`src/design/cetmd_pkg.sv`:
```
`timescale 1ns / 1ps
package cetmd_pkg;

   // default geometry
   localparam int WINDOW_DEF = 16;
   localparam int TRIM_DEF   = 2;

   // field widths
   localparam int SAMPLE_W = 10;
   localparam int VOLT_W   = 11;
   localparam int MEAN_W   = 11;
   localparam int CNT_W    = 16;
   localparam int LOWEST_W = 14;

   localparam logic [LOWEST_W-1:0] LOWEST_RESET     = 14'd10000;
   localparam logic [CNT_W-1:0]    MAX_CYCLES_RESET = 16'd10;
   localparam logic [CNT_W-1:0]    CNT_SAT          = 16'hFFFF;

   // csr space: one word register, paddr[2] selects the word
   localparam int   CSR_ADDR_W     = 3;
   localparam int   CSR_DATA_W     = 32;
   localparam logic REG_MAX_CYCLES = 1'b0;

   typedef enum logic [3:0] {
      ST_IDLE,
      ST_RD_I,
      ST_LATCH_I,
      ST_SCAN,
      ST_TALLY,
      ST_DIV_LOAD,
      ST_DIV_MUL,
      ST_EVAL,
      ST_CHECK,
      ST_REPORT
   } cetmd_state_type;

   typedef struct packed {
      logic accept;     // beat taken on the request side
      logic latch_vi;   // capture pivot value, clear rank
      logic scan;       // compare read word against pivot
      logic tally;      // add pivot to sum if its rank is kept
      logic div_load;   // form rounded numerator
      logic div_mul;    // quotient by reciprocal multiply
      logic eval;       // update mean, lowest mean, counter
      logic check;      // termination test
      logic load_rsp;   // load output register
   } cetmd_cmd_type;

   typedef struct packed {
      logic finished;
      logic fill_last;
   } cetmd_status_type;

endpackage

```
`src/design/cetmd_ram.sv`:
```
`timescale 1ns / 1ps
module cetmd_ram #(
   parameter int DATA_W = 11,
   parameter int DEPTH  = 16
) (
   input  logic                     clock,
   input  logic                     we,
   input  logic [$clog2(DEPTH)-1:0] waddr,
   input  logic [DATA_W-1:0]        wdata,
   input  logic [$clog2(DEPTH)-1:0] raddr,
   output logic [DATA_W-1:0]        rdata
);

   logic [DATA_W-1:0] mem [DEPTH];
   logic [DATA_W-1:0] rdata_ff;

   always_ff @(posedge clock) begin
      if (we) begin
         mem[waddr] <= wdata;
      end
      rdata_ff <= mem[raddr];
   end

   assign rdata = rdata_ff;

endmodule

```
`src/design/cetmd_dp.sv`:
```
`timescale 1ns / 1ps
module cetmd_dp import cetmd_pkg::*; #(
   parameter int WINDOW = WINDOW_DEF,
   parameter int TRIM   = TRIM_DEF
) (
   input  logic                      clock,
   input  logic                      reset,
   input  cetmd_cmd_type             cmd,
   input  logic [$clog2(WINDOW)-1:0] rd_addr,
   input  logic [$clog2(WINDOW)-1:0] cur_i,
   input  logic [$clog2(WINDOW)-1:0] cur_j,
   output cetmd_status_type          status,
   input  logic [SAMPLE_W-1:0]       req_adc_sample,
   output logic [VOLT_W-1:0]         rsp_reported_voltage,
   output logic [MEAN_W-1:0]         rsp_window_mean,
   output logic [CNT_W-1:0]          rsp_stable_windows,
   output logic [CNT_W-1:0]          rsp_limit_echo,
   output logic                      rsp_charge_done,
   input  logic                      csr_psel,
   input  logic                      csr_penable,
   input  logic                      csr_pwrite,
   input  logic [CSR_ADDR_W-1:0]     csr_paddr,
   input  logic [CSR_DATA_W-1:0]     csr_pwdata,
   output logic [CSR_DATA_W-1:0]     csr_prdata
);

   localparam int IDX_W    = $clog2(WINDOW);
   localparam int TRIM_EFF = (2 * TRIM >= WINDOW) ? (WINDOW - 1) / 2 : TRIM;
   localparam int N_KEEP   = WINDOW - 2 * TRIM_EFF;
   localparam int SUM_W    = $clog2(N_KEEP * 2046 + 1);
   localparam int NUM_W    = $clog2(N_KEEP * 4096 + 1);

   // floor(x / D) = (x * ceil(2^SH / D)) >> SH, exact for x < 2^NUM_W
   localparam int     DIV_D     = 2 * N_KEEP;
   localparam int     DIV_SH    = NUM_W + $clog2(DIV_D);
   localparam int     RECIP_W   = NUM_W + 1;
   localparam int     PROD_W    = NUM_W + RECIP_W;
   localparam longint RECIP_VAL = ((longint'(1) << DIV_SH) + DIV_D - 1) / DIV_D;

   localparam logic [RECIP_W-1:0] RECIP      = RECIP_W'(RECIP_VAL);
   localparam logic [NUM_W-1:0]   ROUND_TERM = NUM_W'(N_KEEP);
   localparam logic [IDX_W-1:0]   RANK_LO    = IDX_W'(TRIM_EFF);
   localparam logic [IDX_W-1:0]   RANK_HI    = IDX_W'(WINDOW - 1 - TRIM_EFF);
   localparam logic [IDX_W-1:0]   IDX_LAST   = IDX_W'(WINDOW - 1);

   logic [CNT_W-1:0]    max_cycles_ff, max_cycles_in;
   logic [IDX_W-1:0]    fill_ff, fill_in;
   logic [LOWEST_W-1:0] lowest_ff, lowest_in;
   logic [MEAN_W-1:0]   mean_ff, mean_in;
   logic [CNT_W-1:0]    stable_ff, stable_in;
   logic                finished_ff, finished_in;

   logic [VOLT_W-1:0]   doubled_ff, doubled_in;
   logic [VOLT_W-1:0]   vi_ff, vi_in;
   logic [IDX_W-1:0]    rank_ff, rank_in;
   logic [SUM_W-1:0]    sum_ff, sum_in;
   logic [NUM_W-1:0]    num_ff, num_in;
   logic [MEAN_W-1:0]   quo_ff, quo_in;

   logic [VOLT_W-1:0]   out_volt_ff, out_volt_in;
   logic [MEAN_W-1:0]   out_mean_ff, out_mean_in;
   logic [CNT_W-1:0]    out_stable_ff, out_stable_in;
   logic [CNT_W-1:0]    out_limit_ff, out_limit_in;
   logic                out_done_ff, out_done_in;

   logic                ram_we;
   logic [VOLT_W-1:0]   ram_rdata;
   logic [VOLT_W-1:0]   doubled_now;
   logic                csr_wr;
   logic                below;
   logic [PROD_W-1:0]   prod;

   assign doubled_now = {req_adc_sample, 1'b0};
   assign ram_we      = cmd.accept && !finished_ff;
   assign csr_wr      = csr_psel && csr_penable && csr_pwrite
                        && (csr_paddr[CSR_ADDR_W-1] == REG_MAX_CYCLES);

   cetmd_ram #(
      .DATA_W (VOLT_W),
      .DEPTH  (WINDOW)
   ) u_window (
      .clock (clock),
      .we    (ram_we),
      .waddr (fill_ff),
      .wdata (doubled_now),
      .raddr (rd_addr),
      .rdata (ram_rdata)
   );

   assign status.finished  = finished_ff;
   assign status.fill_last = (fill_ff == IDX_LAST);

   // scan compare: ties broken by slot so ranks form a permutation
   assign below = (ram_rdata < vi_ff) || ((ram_rdata == vi_ff) && (cur_j < cur_i));
   assign prod  = PROD_W'(num_ff) * PROD_W'(RECIP);

   always_comb begin
      max_cycles_in = max_cycles_ff;
      fill_in       = fill_ff;
      lowest_in     = lowest_ff;
      mean_in       = mean_ff;
      stable_in     = stable_ff;
      finished_in   = finished_ff;
      doubled_in    = doubled_ff;
      vi_in         = vi_ff;
      rank_in       = rank_ff;
      sum_in        = sum_ff;
      num_in        = num_ff;
      quo_in        = quo_ff;
      out_volt_in   = out_volt_ff;
      out_mean_in   = out_mean_ff;
      out_stable_in = out_stable_ff;
      out_limit_in  = out_limit_ff;
      out_done_in   = out_done_ff;

      if (csr_wr) begin
         max_cycles_in = csr_pwdata[CNT_W-1:0];
      end
      if (cmd.accept) begin
         doubled_in = doubled_now;
         sum_in     = '0;
         if (!finished_ff) begin
            fill_in = status.fill_last ? '0 : fill_ff + 1'b1;
         end
      end
      if (cmd.latch_vi) begin
         vi_in   = ram_rdata;
         rank_in = '0;
      end
      if (cmd.scan && below) begin
         rank_in = rank_ff + 1'b1;
      end
      if (cmd.tally && (rank_ff >= RANK_LO) && (rank_ff <= RANK_HI)) begin
         sum_in = sum_ff + SUM_W'(vi_ff);
      end
      if (cmd.div_load) begin
         num_in = NUM_W'({sum_ff, 1'b0}) + ROUND_TERM;
      end
      if (cmd.div_mul) begin
         quo_in = prod[DIV_SH +: MEAN_W];
      end
      if (cmd.eval) begin
         mean_in = quo_ff;
         if (LOWEST_W'(quo_ff) >= lowest_ff) begin
            if (stable_ff != CNT_SAT) begin
               stable_in = stable_ff + 1'b1;
            end
         end else begin
            stable_in = '0;
            lowest_in = LOWEST_W'(quo_ff);
         end
      end
      if (cmd.check) begin
         finished_in = (stable_ff >= max_cycles_ff);
      end
      if (cmd.load_rsp) begin
         out_volt_in   = doubled_ff;
         out_mean_in   = mean_ff;
         out_stable_in = stable_ff;
         out_limit_in  = max_cycles_ff;
         out_done_in   = finished_ff;
      end
   end

   always_ff @(posedge clock) begin
      if (reset) begin
         max_cycles_ff <= MAX_CYCLES_RESET;
         fill_ff       <= '0;
         lowest_ff     <= LOWEST_RESET;
         mean_ff       <= '0;
         stable_ff     <= '0;
         finished_ff   <= 1'b0;
      end else begin
         max_cycles_ff <= max_cycles_in;
         fill_ff       <= fill_in;
         lowest_ff     <= lowest_in;
         mean_ff       <= mean_in;
         stable_ff     <= stable_in;
         finished_ff   <= finished_in;
      end
   end

   always_ff @(posedge clock) begin
      doubled_ff    <= doubled_in;
      vi_ff         <= vi_in;
      rank_ff       <= rank_in;
      sum_ff        <= sum_in;
      num_ff        <= num_in;
      quo_ff        <= quo_in;
      out_volt_ff   <= out_volt_in;
      out_mean_ff   <= out_mean_in;
      out_stable_ff <= out_stable_in;
      out_limit_ff  <= out_limit_in;
      out_done_ff   <= out_done_in;
   end

   assign rsp_reported_voltage = out_volt_ff;
   assign rsp_window_mean      = out_mean_ff;
   assign rsp_stable_windows   = out_stable_ff;
   assign rsp_limit_echo       = out_limit_ff;
   assign rsp_charge_done      = out_done_ff;

   assign csr_prdata = (csr_paddr[CSR_ADDR_W-1] == REG_MAX_CYCLES)
                       ? CSR_DATA_W'(max_cycles_ff) : '0;

endmodule

```
`src/design/cetmd_ctrl.sv`:
```
`timescale 1ns / 1ps
module cetmd_ctrl import cetmd_pkg::*; #(
   parameter int WINDOW = WINDOW_DEF
) (
   input  logic                      clock,
   input  logic                      reset,
   input  logic                      req_valid,
   output logic                      req_stall,
   output logic                      rsp_valid,
   input  logic                      rsp_stall,
   input  cetmd_status_type          status,
   output cetmd_cmd_type             cmd,
   output logic [$clog2(WINDOW)-1:0] rd_addr,
   output logic [$clog2(WINDOW)-1:0] cur_i,
   output logic [$clog2(WINDOW)-1:0] cur_j
);

   localparam int IDX_W = $clog2(WINDOW);
   localparam logic [IDX_W-1:0] IDX_LAST = IDX_W'(WINDOW - 1);

   cetmd_state_type  state_ff, state_in;
   logic [IDX_W-1:0] i_ff, i_in;
   logic [IDX_W-1:0] j_ff, j_in;
   logic             rsp_valid_ff, rsp_valid_in;

   always_comb begin
      state_in = state_ff;
      i_in     = i_ff;
      j_in     = j_ff;
      cmd      = '0;
      rd_addr  = i_ff;

      case (state_ff)
         ST_IDLE: begin
            if (req_valid) begin
               cmd.accept = 1'b1;
               if (status.finished) begin
                  state_in = ST_REPORT;
               end else if (status.fill_last) begin
                  i_in     = '0;
                  state_in = ST_RD_I;
               end else begin
                  state_in = ST_CHECK;
               end
            end
         end
         ST_RD_I: begin
            rd_addr  = i_ff;
            state_in = ST_LATCH_I;
         end
         ST_LATCH_I: begin
            cmd.latch_vi = 1'b1;
            rd_addr      = '0;
            j_in         = '0;
            state_in     = ST_SCAN;
         end
         ST_SCAN: begin
            cmd.scan = 1'b1;
            rd_addr  = j_ff + 1'b1;
            if (j_ff == IDX_LAST) begin
               state_in = ST_TALLY;
            end else begin
               j_in = j_ff + 1'b1;
            end
         end
         ST_TALLY: begin
            cmd.tally = 1'b1;
            if (i_ff == IDX_LAST) begin
               state_in = ST_DIV_LOAD;
            end else begin
               i_in     = i_ff + 1'b1;
               state_in = ST_RD_I;
            end
         end
         ST_DIV_LOAD: begin
            cmd.div_load = 1'b1;
            state_in     = ST_DIV_MUL;
         end
         ST_DIV_MUL: begin
            cmd.div_mul = 1'b1;
            state_in    = ST_EVAL;
         end
         ST_EVAL: begin
            cmd.eval = 1'b1;
            state_in = ST_CHECK;
         end
         ST_CHECK: begin
            cmd.check = 1'b1;
            state_in  = ST_REPORT;
         end
         ST_REPORT: begin
            if (!rsp_valid_ff || !rsp_stall) begin
               cmd.load_rsp = 1'b1;
               state_in     = ST_IDLE;
            end
         end
         default: begin
            state_in = ST_IDLE;
         end
      endcase

      if (cmd.load_rsp) begin
         rsp_valid_in = 1'b1;
      end else begin
         rsp_valid_in = rsp_valid_ff && rsp_stall;
      end
   end

   always_ff @(posedge clock) begin
      if (reset) begin
         state_ff     <= ST_IDLE;
         rsp_valid_ff <= 1'b0;
      end else begin
         state_ff     <= state_in;
         rsp_valid_ff <= rsp_valid_in;
      end
   end

   always_ff @(posedge clock) begin
      i_ff <= i_in;
      j_ff <= j_in;
   end

   assign req_stall = (state_ff != ST_IDLE);
   assign rsp_valid = rsp_valid_ff;
   assign cur_i     = i_ff;
   assign cur_j     = j_ff;

endmodule

```
`src/design/charge_end_trimmed_mean_detector.sv`:
```
`timescale 1ns / 1ps
// Sample beat to result beat: a sample that does not close the window passes the check
// and report states, once charge_done is set only the report state, and the sample that
// closes the window first a rank scan over the window RAM, then a reciprocal multiply.
// A new sample is taken only once the last one's report is loaded into the output register.
// Reset (synchronous, active high): max_cycles 10, lowest mean 10000, counters and done cleared.
module charge_end_trimmed_mean_detector import cetmd_pkg::*; #(
   parameter int WINDOW = WINDOW_DEF,
   parameter int TRIM   = TRIM_DEF
) (
   input  logic                  clock,
   input  logic                  reset,
   // sample channel
   input  logic                  req_valid,
   output logic                  req_stall,
   input  logic [SAMPLE_W-1:0]   req_adc_sample,
   // status report channel
   output logic                  rsp_valid,
   input  logic                  rsp_stall,
   output logic [VOLT_W-1:0]     rsp_reported_voltage,
   output logic [MEAN_W-1:0]     rsp_window_mean,
   output logic [CNT_W-1:0]      rsp_stable_windows,
   output logic [CNT_W-1:0]      rsp_limit_echo,
   output logic                  rsp_charge_done,
   // register port
   input  logic                  csr_psel,
   input  logic                  csr_penable,
   input  logic                  csr_pwrite,
   input  logic [CSR_ADDR_W-1:0] csr_paddr,
   input  logic [CSR_DATA_W-1:0] csr_pwdata,
   output logic [CSR_DATA_W-1:0] csr_prdata,
   output logic                  csr_pready
);

   localparam int IDX_W = $clog2(WINDOW);

   cetmd_cmd_type    cmd;
   cetmd_status_type status;
   logic [IDX_W-1:0] rd_addr;
   logic [IDX_W-1:0] cur_i;
   logic [IDX_W-1:0] cur_j;

   // Zero wait-state register port.
   assign csr_pready = 1'b1;

   // Controller: one sample in flight; the output register lets the next
   // beat be taken while a report still waits on rsp_stall.
   cetmd_ctrl #(
      .WINDOW (WINDOW)
   ) u_ctrl (
      .clock     (clock),
      .reset     (reset),
      .req_valid (req_valid),
      .req_stall (req_stall),
      .rsp_valid (rsp_valid),
      .rsp_stall (rsp_stall),
      .status    (status),
      .cmd       (cmd),
      .rd_addr   (rd_addr),
      .cur_i     (cur_i),
      .cur_j     (cur_j)
   );

   // Datapath: window RAM, rank counter and kept-sum, rounding divide,
   // trend tracking and the output register.
   // Trimmed mean: each slot's rank is counted against the whole window;
   // slots ranked inside [TRIM, WINDOW-1-TRIM] are summed, then
   // mean = (2*sum + n) / (2*n), round half up. The divide by the constant
   // 2*n is a multiply by its rounded-up reciprocal and a shift.
   cetmd_dp #(
      .WINDOW (WINDOW),
      .TRIM   (TRIM)
   ) u_dp (
      .clock                (clock),
      .reset                (reset),
      .cmd                  (cmd),
      .rd_addr              (rd_addr),
      .cur_i                (cur_i),
      .cur_j                (cur_j),
      .status               (status),
      .req_adc_sample       (req_adc_sample),
      .rsp_reported_voltage (rsp_reported_voltage),
      .rsp_window_mean      (rsp_window_mean),
      .rsp_stable_windows   (rsp_stable_windows),
      .rsp_limit_echo       (rsp_limit_echo),
      .rsp_charge_done      (rsp_charge_done),
      .csr_psel             (csr_psel),
      .csr_penable          (csr_penable),
      .csr_pwrite           (csr_pwrite),
      .csr_paddr            (csr_paddr),
      .csr_pwdata           (csr_pwdata),
      .csr_prdata           (csr_prdata)
   );

endmodule

```
`config.mk`:
```
export PLATFORM = sky130hd
export DESIGN_NAME = charge_end_trimmed_mean_detector
export DESIGN_NICKNAME = d
export VERILOG_FILES = /design/src/design/cetmd_pkg.sv /design/src/design/cetmd_ram.sv /design/src/design/cetmd_dp.sv /design/src/design/cetmd_ctrl.sv /design/src/design/charge_end_trimmed_mean_detector.sv
export SDC_FILE = /design/constraint.sdc
export NUM_CORES = 1
export LEC_CHECK = 0
export BUFFER_PORTS_ARGS = -buffer_cell sky130_fd_sc_hd__buf_2
export CORE_MARGIN = 1
export CORE_UTILIZATION = 55
export CTS_CLUSTER_SIZE = 8
export DETAILED_ROUTE_END_ITERATION = 10
export GPL_TIMING_DRIVEN = 0
export PLACE_DENSITY = 0.73
export SETUP_SLACK_MARGIN = 0.3
export SYNTH_ARGS = -nofsm -noshare
export SYNTH_HDL_FRONTEND = slang
export SYNTH_SLANG_ARGS = --single-unit
export TNS_END_PERCENT = 20
```
`constraint.sdc`:
```
create_clock -name clock -period 13.4 [get_ports clock]
set_clock_uncertainty 0.15 [all_clocks]
set_input_delay 2.01 -clock clock [delete_from_list [all_inputs] [get_ports clock]]
set_output_delay 2.01 -clock clock [all_outputs]
set_load 0.05 [all_outputs]
```
; ---- Word-level counts from Yosys, hierarchy flattened
; Memory sizes are Yosys's and may differ from the RTL's. A register that Yosys moved wholly into a read port is not among the register bits.
; Index checks and enable logic that the tools add are counted.
[totals]
word_cells = 125
input_bits = 52
ram_bits = 160
output_inout_bits = 90
regBits = 205
memories = 1
[memory_table]
columns = name, depth, word_bits, read_ports, rd_ports_with_merged_regs, wr, line_no
row1 = u_dp.u_window.mem, 16, 10, 1, 1, 1, cetmd_ram.sv:14  ; logic [DATA_W-1:0] mem [DEPTH];
[op_classes]
n_reduce_logical = 26
n_mux = 37
mul = 1
n_lt_le_gt_ge = 6
addsub = 7
eq_ne = 22
bitwise = 3
[ops]
columns = op, count
row1 = $mux W4, 13
row2 = $mux W16, 3
row3 = $pmux W4 S10, 1
row4 = $mul A16 B16 Y31 const B, 1
row5 = $mux W15, 2
row6 = $pmux W4 S2, 3
row7 = $eq A4 B4 Y1 const B, 5
row8 = $add A16 B1 Y16 const B, 1
row9 = $add A16 B4 Y16 const B, 1
row10 = $add A4 B1 Y4 const B, 4
row11 = $eq A4 B3 Y1 const B, 4
row12 = $ge A16 B16 Y1, 1
row13 = $ne A16 B16 Y1 const B, 1
row14 = $add A15 B11 Y15, 1
row15 = $ge A11 B14 Y1, 1
row16 = $mux W1, 14
row17 = $eq A11 B11 Y1, 1
row18 = $lt A11 B11 Y1, 1
row19 = $ne A2 B2 Y1 const B, 5
row20 = $logic_and A1 B1 Y1, 9
row21 = $eq A4 B2 Y1 const B, 2
row22 = $reduce_and A2 Y1, 4
row23 = $reduce_bool A2 Y1, 4
row24 = $ne A2 B1 Y1 const B, 3
row25 = 12 further kinds, 17

; ---- Longest topological paths before layout
; Gate-level depths: netlist of run 1.
[depth]
ltp_word = 5
depth_mapped = 19

; ---- By module
; Synthesis of run 1 repeated with hierarchy kept, for this count alone.
[hier_totals]
cells_unflattened = 1556
area_unflattened_um2 = 20219.4
[by_module_without_submodules]
columns = module, instances, area_per_inst_um2, seq_area_each_um2, cells_each
row1 = cetmd_dp, 1, 12340.6, 4804.6, 1158
row2 = cetmd_ram, 1, 7039.3, 5505.3, 305
row3 = cetmd_ctrl, 1, 828.3, 340.3, 91
row4 = charge_end_trimmed_mean_detector, 1, 11.3, 0.0, 2

; ---- Least setup slack after synthesis of run 1
; No wires, ideal clock.
[synth_path]
path_type = reg-to-reg
from = register u_dp.num_ff[3]
to = register u_dp.quo_ff[8] (data pin)
required_time_ps = 12992
slack_ps = 7791
stages_incl_launch_ff = 20
setup_time_ps = 258
period_less_slack_ps = 5609
path_buffers = 0
arrival_time_ps = 5201
cell_sequence = edfxtp_1 > ha_1 > xor2_1 > ha_1 > inv_1 > fa_1 > inv_1 > fa_1 > fa_1 > inv_1 > fa_1 > inv_1 > ha_1 > a21oi_1 > nand2_1 > a211o_1 > o2111ai_1 > a31oi_1 > a221o_1 > xor2_1
[synth_between]
elab_chain_len = 1
[synth_rtl]
columns = item, line_no
row1 = "start, declared", cetmd_dp.sv:57  ; logic [NUM_W-1:0] num_ff, num_in;
row2 = "start signal, assigned", cetmd_dp.sv:188  ; num_ff <= num_in;
row3 = $mul A16 B16 Y31, cetmd_dp.sv:95  ; assign prod = PROD_W'(num_ff) * PROD_W'(RECIP);
row4 = via u_dp.prod[29], cetmd_dp.sv:71  ; logic [PROD_W-1:0] prod;
row5 = "end signal, assigned", cetmd_dp.sv:189  ; quo_ff <= quo_in;
row6 = "end, declared", cetmd_dp.sv:58  ; logic [MEAN_W-1:0] quo_ff, quo_in;
; The timed path passes the listed nets, and every way through them passes these cells.
; A chain may end at the register's enable or synchronous reset.

; ---- Final worst setup path of run 1
; Same ends and word-level chain as after synthesis.

==> summary.txt, run 1 <==
STA
  – Min Hold Slack: 0.266 ns
  – Final setup TNS: 0 ns
  – Max-Slew Margin vs Limit: 30.3%
  – # setup viols final: 0
  – RSZ-0062 raised after global routing: false
  – Final Max Tran Viols: 0
  – Final worst-path cycle share: 45.9%
  – Final Hold Fails: 0
  – F_max: 162 MHz
  – Least-Margin Pin Slew: 1.04 ns
  – Final min period: 6.15 ns
  – Setup ws final: 7.25 ns

Setup path
  – Worst-path maximum fanout: 6
  – CP Launch Type: register
  – Worst path arrival time: 6.32 ns
  – WP data required: 13.56 ns
  – Critical path class: register to register
  – Crit path capture type: register

Drt
  – Antenna Nets Post-Route: 0
  – DRC Markers: 0
  – Routed WL: 41.7 mm
  – Vias/cell: 5.50
  – Routed len/inst: 17.8 um
  – Via Count: 12886
  – First-iteration detailed-routing DRC count: 881
  – Drt pass-1 iters: 5

Yosys
  – EDFF count, synth: 285
  – FF+latch count, synth: 360
  – Yosys cell types: 76
  – Cell area after synthesis: 0.0193 mm2
  – Top cell type's share of synthesized area: 44.3%
  – Post-synth top area cell: edfxtp_1
  – Post-synth top flop: edfxtp_1
  – Register area share after synthesis: 52.0%
  – Synth area leaders: edfxtp_1, ha_1, dfxtp_1
  – YS warnings: 0
  – Syn avg cell area: 11.6 um2
  – Cells after Synth: 1669
  – Count leader, synth: edfxtp_1
  – Async S/R FF share, synth: 0%
  – Top post-synthesis cells by count: edfxtp_1, inv_1, nand2_1

Placed design
  – IO buf count: 104
  – Final GP Congestion: 0.923
  – Hpwl dp: 30.7 mm
  – Pre-CTS setup slack: 7.20 ns
  – DP Area: 0.0206 mm2

Power and ir drop
  – Clk network pwr share: 38.1%
  – Power, Total: 3120 uW
  – Leakage: 0.00924 uW
  – Comb pwr share: 17.3%
  – Sequential power share: 44.5%
  – Sw Share: 28.4%
  – Cell-internal power: 2230 uW
  – Max VDD drop: 0.119 mV
  – Pwr Density: 141 mW/mm2
  – Sw power: 884 uW

Die
  – Num ports: 142
  – Starting density of the core: 56.0%
  – Die area: 0.0359 mm2
  – Die Ht: 190 um
  – Horiz. Die Dim: 190 um
  – Row count: 68
  – Core ar.: 0.0345 mm2

Clocking
  – CTS Buf Count: 51
  – Post-CTS sizing: 0
  – Hold Buf Count CTS: 0
  – Worst-path clk slew: 0.05 ns
  – Root Driver: clkbuf_16
  – TritonCTS clock tree: done
  – Clock net sink count: 360
  – Post-CTS Setup Inserts: 0
  – Clk Latency, worst-skew pair: 0.57 ns
  – H-tree levels: 2
  – CTS Buffer Depth: 3

Global routing
  – Met1 Use GR: 30.4%
  – Met3 GRT Util: 3.61%
  – Antenna violations before repair: 0
  – Largest net degree at the start of global routing: 29
  – Gr usage total: 23.6%
  – Vias in the first global route: 12955
  – Global-route wire length before repair: 66.2 mm
  – GRT Residual Overflow: 0
  – Busiest grt layer: met2
  – Met2 GRT Util: 39.9%

Worst hold path
  – Hold Crit Class: register to register

Final layout
  – Final net count: 2141
  – Filler instances: 2649
  – Synthesis-to-layout area growth: 14.2%
  – Layout cells sized above 1: 12.8%
  – Diode count: 0
  – Design area: 0.0221 mm2

Outcome
  – Outcome: complete, no violations

Run
  – Max cap viols: 0
layer usage:
layer / wire length [um] / vias up / share of wire, %
li1: - / 6134 / -
met1: 17400 / 6228 / 42
met2: 20500 / 433 / 49
met3: 2450 / 91 / 5.9
met4: 1410 / 0 / 3.4
met5: 0 / - / 0
power by group through the flow:
stage          Combinational, uW  Clock (uW)  Sequential, uW
3_3_place_gp                 512           0            1410
2_1_floorplan                329           0            1460
4_1_cts                      540        1210            1390
6_report                     540        1190            1390
3_5_place_dp                 536           0            1410
5_1_grt                      588        1250            1400
metrics by stage:
stage	cells	util, %
global route	2342	63.9
CTS	2342	63.9
detailed placement	2247	59.6
finish	2342	63.9
floorplan	1685	-
global placement	2244	59.3
final timing paths:
check	slack, ns	cells after the start	from	end
max	7.25	19	u_dp.num_ff[3]	u_dp.quo_ff[8]
min	0.27	0	u_dp.doubled_ff[1]	u_dp.rsp_reported_voltage[1]
max reg2reg	7.25	19	u_dp.num_ff[3]	u_dp.quo_ff[8]
min reg2reg	0.27	0	u_dp.doubled_ff[1]	u_dp.rsp_reported_voltage[1]
cells by family (layout without fill, tap and decap cells):
family	Yosys count	in the layout	synth area share [%]
AND/OR/NAND/NOR	465	465	11.4
XOR/XNOR	56	56	2.54
flip-flops	360	360	52.0
buffers and inverters	282	484	6.21
AO/OA/AOI/OAI	233	233	7.91
other	2	18	0.0388
multiplexers	27	27	1.55
adder cells (fa/ha/maj)	244	244	18.4
state kept, by name, indices dropped and copies added (netlist names), 4 cells and up:
| name | cells |
|---|---|
| u_dp.mean_ff | 11 |
| u_dp.u_window.rdata | 10 |
| u_dp.lowest_ff | 12 |
| u_dp.vi_ff | 10 |
| u_dp.rsp_stable_windows | 16 |
| u_dp.quo_ff | 11 |
| u_dp.fill_ff | 4 |
| u_ctrl.cur_j | 4 |
| u_ctrl.state_ff | 4 |
| u_dp.rsp_limit_echo | 16 |
| u_dp.max_cycles_ff | 16 |
| u_dp.rsp_window_mean | 11 |
| u_dp.rank_ff | 4 |
| u_dp.num_ff | 14 |
| u_dp.sum_ff | 14 |
| u_dp.doubled_ff | 10 |
| u_dp.stable_ff | 16 |
| u_ctrl.cur_i | 4 |
| u_dp.u_window.mem | 160 |
| u_dp.rsp_reported_voltage | 10 |
layout make-up:
type / instances / area (um2) / share of cell area [%]
flip-flops and latches: 360 / 10100 / 45.5
multi-input cells: 1043 / 8180 / 37.0
clock buffers: 92 / 1450 / 6.57
inverters: 221 / 830 / 3.76
well taps: 455 / 569 / 2.58
repair buffers: 107 / 568 / 2.57
plain buffers: 61 / 370 / 1.68
clock inverters: 3 / 58.8 / 0.266
worst max-delay path, stage by stage (launching register included):
cell and delay (ns):
edfxtp_1 0.50, ha_1 0.40, xor2_1 0.38, ha_1 0.32
inv_1 0.08, fa_1 0.41, inv_1 0.09, fa_1 0.43
fa_1 0.55, inv_1 0.05, fa_1 0.53, inv_1 0.05
ha_1 0.34, a21oi_1 0.16, nand2_1 0.07, a211o_1 0.36
o2111ai_1 0.32, a31oi_1 0.20, a221o_1 0.36, xor2_1 0.14
placed cells by master, fill, tap and decap left out, types with 52 or more instances in the layout:
master / instances
edfxtp_1: 285
inv_1: 220
nand2_1: 182
ha_1: 178
nor2_1: 122
buf_2: 115
a21oi_1: 88
dfxtp_1: 75
fa_1: 66
clkbuf_1: 60
clkbuf_16: 52
Note: power is estimated with default switching activity, not from simulation.
==> run 2: changes to the inputs <==
PLACE_DENSITY = 0.76   (was 0.73)
clock period = 5.58 ns   (was 13.4 ns; I/O delays follow)
==> run 2 against run 1 <==
  * Count of clock-buffer cells in the layout rose by 1
  * Worst hold slack improved by 0.0016 ns
  * Flip-flop and latch count did not move
  * Critical endpoint unchanged
  * Cell count up 1.7%
  * Clock power grew 140%
==> summary.txt, run 2 (synthesis gave the netlist of run 1 again) <==
Outcome
  – Outcome: complete, no violations (unchanged)

Clocking
  – Clk Latency, worst-skew pair: 0.57 ns (about the same)
  – Hold Buf Count CTS: 0 (unchanged)
  – Root Driver: clkbuf_16 (unchanged)
  – H-tree levels: 2 (unchanged)
  – CTS Buf Count: 51 (unchanged)
  – Clock net sink count: 360 (unchanged)
  – TritonCTS clock tree: done (unchanged)
  – Worst-path clk slew: 0.05 ns (about the same)
  – CTS Buffer Depth: 3 (unchanged)

Power and ir drop
  – Max VDD drop: 0.292 mV (was 0.119 mV)
  – Pwr Density: 330 mW/mm2 (was 141 mW/mm2)
  – Leakage: 0.00943 uW (was 0.00924 uW)

STA
  – Final setup TNS: 0 ns (unchanged)
  – F_max: 184 MHz (was 162 MHz)
  – RSZ-0062 raised after global routing: true (was false)
  – Final Hold Fails: 0 (unchanged)
  – # setup viols final: 0 (unchanged)
  – Final Max Tran Viols: 0 (unchanged)
  – Setup ws final: 0.158 ns (was 7.25 ns)
  – Least-Margin Pin Slew: 1.01 ns (was 1.04 ns)
  – Final worst-path cycle share: 97.2% (was 45.9%)
  – Min Hold Slack: 0.267 ns (was 0.266 ns)
  – Max-Slew Margin vs Limit: 32.3% (was 30.3%)
  – Final min period: 5.42 ns (was 6.15 ns)

Final layout
  – Synthesis-to-layout area growth: 17.6% (was 14.2%)
  – Final net count: 2180 (was 2141)
  – Fin util: 65.8% (was 63.9%)
  – Commonest non-fill, non-tap cell in the layout: edfxtp_1 (unchanged)
  – Layout cells sized above 1: 16.4% (was 12.8%)
  – Diode count: 0 (unchanged)
  – Design area: 0.0227 mm2 (was 0.0221 mm2)
  – Largest Register: u_dp.u_window.mem (unchanged)
  – Most frequent cells in the layout: edfxtp_1, inv_1, nand2_1, ha_1, nor2_1 (unchanged)
  – Max FFs per register: 160 (unchanged)

Setup path
  – Worst path arrival time: 5.57 ns (was 6.32 ns)
  – Critical path class: register to register (unchanged)
  – CP Launch Type: register (unchanged)
  – WP data required: 5.72 ns (was 13.56 ns)
  – Worst-path maximum fanout: 5 (was 6)
  – Crit path capture type: register (unchanged)

Drt
  – Routed len/inst: 17.8 um (about the same)
  – Via Count: 13070 (was 12886)
  – Routed WL: 42.5 mm (was 41.7 mm)
  – Antenna Nets Post-Route: 0 (unchanged)
  – First-iteration detailed-routing DRC count: 850 (was 881)
  – DRC Markers: 0 (unchanged)
  – Vias/cell: 5.49 (was 5.50)
  – Drt pass-1 iters: 5 (unchanged)

Placed design
  – IO buf count: 104 (unchanged)
  – Hpwl dp: 30.1 mm (was 30.7 mm)
  – Final GP Congestion: 0.914 (was 0.923)
  – DP Area: 0.0206 mm2 (about the same)
  – Pre-CTS setup slack: -0.332 ns (was 7.20 ns)

Die
  – Starting density of the core: 56.0% (unchanged)
  – Num ports: 142 (unchanged)
  – Row count: 68 (unchanged)
  – Die Ht: 190 um (unchanged)
  – Horiz. Die Dim: 190 um (unchanged)
  – Core ar.: 0.0345 mm2 (unchanged)
  – Die area: 0.0359 mm2 (unchanged)

Worst hold path
  – Hold Crit Class: register to register (unchanged)

Run
  – Max cap viols: 0 (unchanged)

Global routing
  – GRT Residual Overflow: 0 (unchanged)
  – Largest net degree at the start of global routing: 30 (was 29)
  – Antenna violations before repair: 0 (unchanged)
  – Vias in the first global route: 13497 (was 12955)
  – Global-route wire length before repair: 67.7 mm (was 66.2 mm)
  – Gr usage total: 24.2% (was 23.6%)
[run 2: routing by layer]
metal,up-vias,track usage (%),wire length (um)
met5,-,0,0
li1,6220,-,-
met4,0,9.96,1530
met2,460,41.2,20800
met1,6285,30.3,17500
met3,105,4.34,2690
[run 2: final cells by class]
class | count | area, um2
Fill cell | 2543 | 11800
Inverter | 221 | 830
Tap cell | 455 | 569
Multi-Input combinational cell | 1043 | 8520
Clock buffer | 93 | 1480
Buffer | 61 | 370
Clock inverter | 3 | 51.3
Timing Repair Buffer | 146 | 861
Sequential cell | 360 | 10100
[run 2: critical path, cell delays in order, from the launching register on]
cell	delay [ns]
edfxtp_1	0.40
buf_6	0.14
ha_4	0.23
xor2_4	0.19
ha_4	0.27
inv_2	0.03
fa_1	0.50
inv_1	0.06
fa_1	0.46
fa_1	0.49
inv_1	0.05
fa_1	0.49
inv_2	0.05
ha_4	0.23
a21oi_2	0.11
nand2_1	0.07
a211o_1	0.34
o2111ai_4	0.27
a31oi_4	0.14
a221o_1	0.33
xor2_1	0.15
[run 2: power by group]
group | switching (uW) | internal [uW] | leakage, uW | total (uW)
registers | 141 | 3190 | 0.00319 | 3330
clock network | 1100 | 1770 | 0.000723 | 2880
logic | 876 | 425 | 0.00551 | 1300
[run 2: worst paths after layout]
check,startpoint,end,slack (ns),cells after the start
setup / recovery,u_dp.num_ff[5],u_dp.quo_ff[8],0.16,20
hold / removal,u_dp.doubled_ff[3],u_dp.rsp_reported_voltage[3],0.27,0
setup reg to reg,u_dp.num_ff[5],u_dp.quo_ff[8],0.16,20
hold reg to reg,u_dp.doubled_ff[3],u_dp.rsp_reported_voltage[3],0.27,0
[run 2: stage by stage]
step | total power [uW] | instances
after floorplan | 4290 | 1685
after global placement | 4600 | 2244
after detailed placement | 4660 | 2247
after CTS | 7540 | 2377
after global routing | 7800 | 2382
final | 7510 | 2382
[run 2: what timing repair did]
item,4_1_cts,5_1_grt
gates cloned,0,0
resized for setup,32,11
pin swaps,27,18
setup buffers,34,5
setup endpoints to repair,10,10
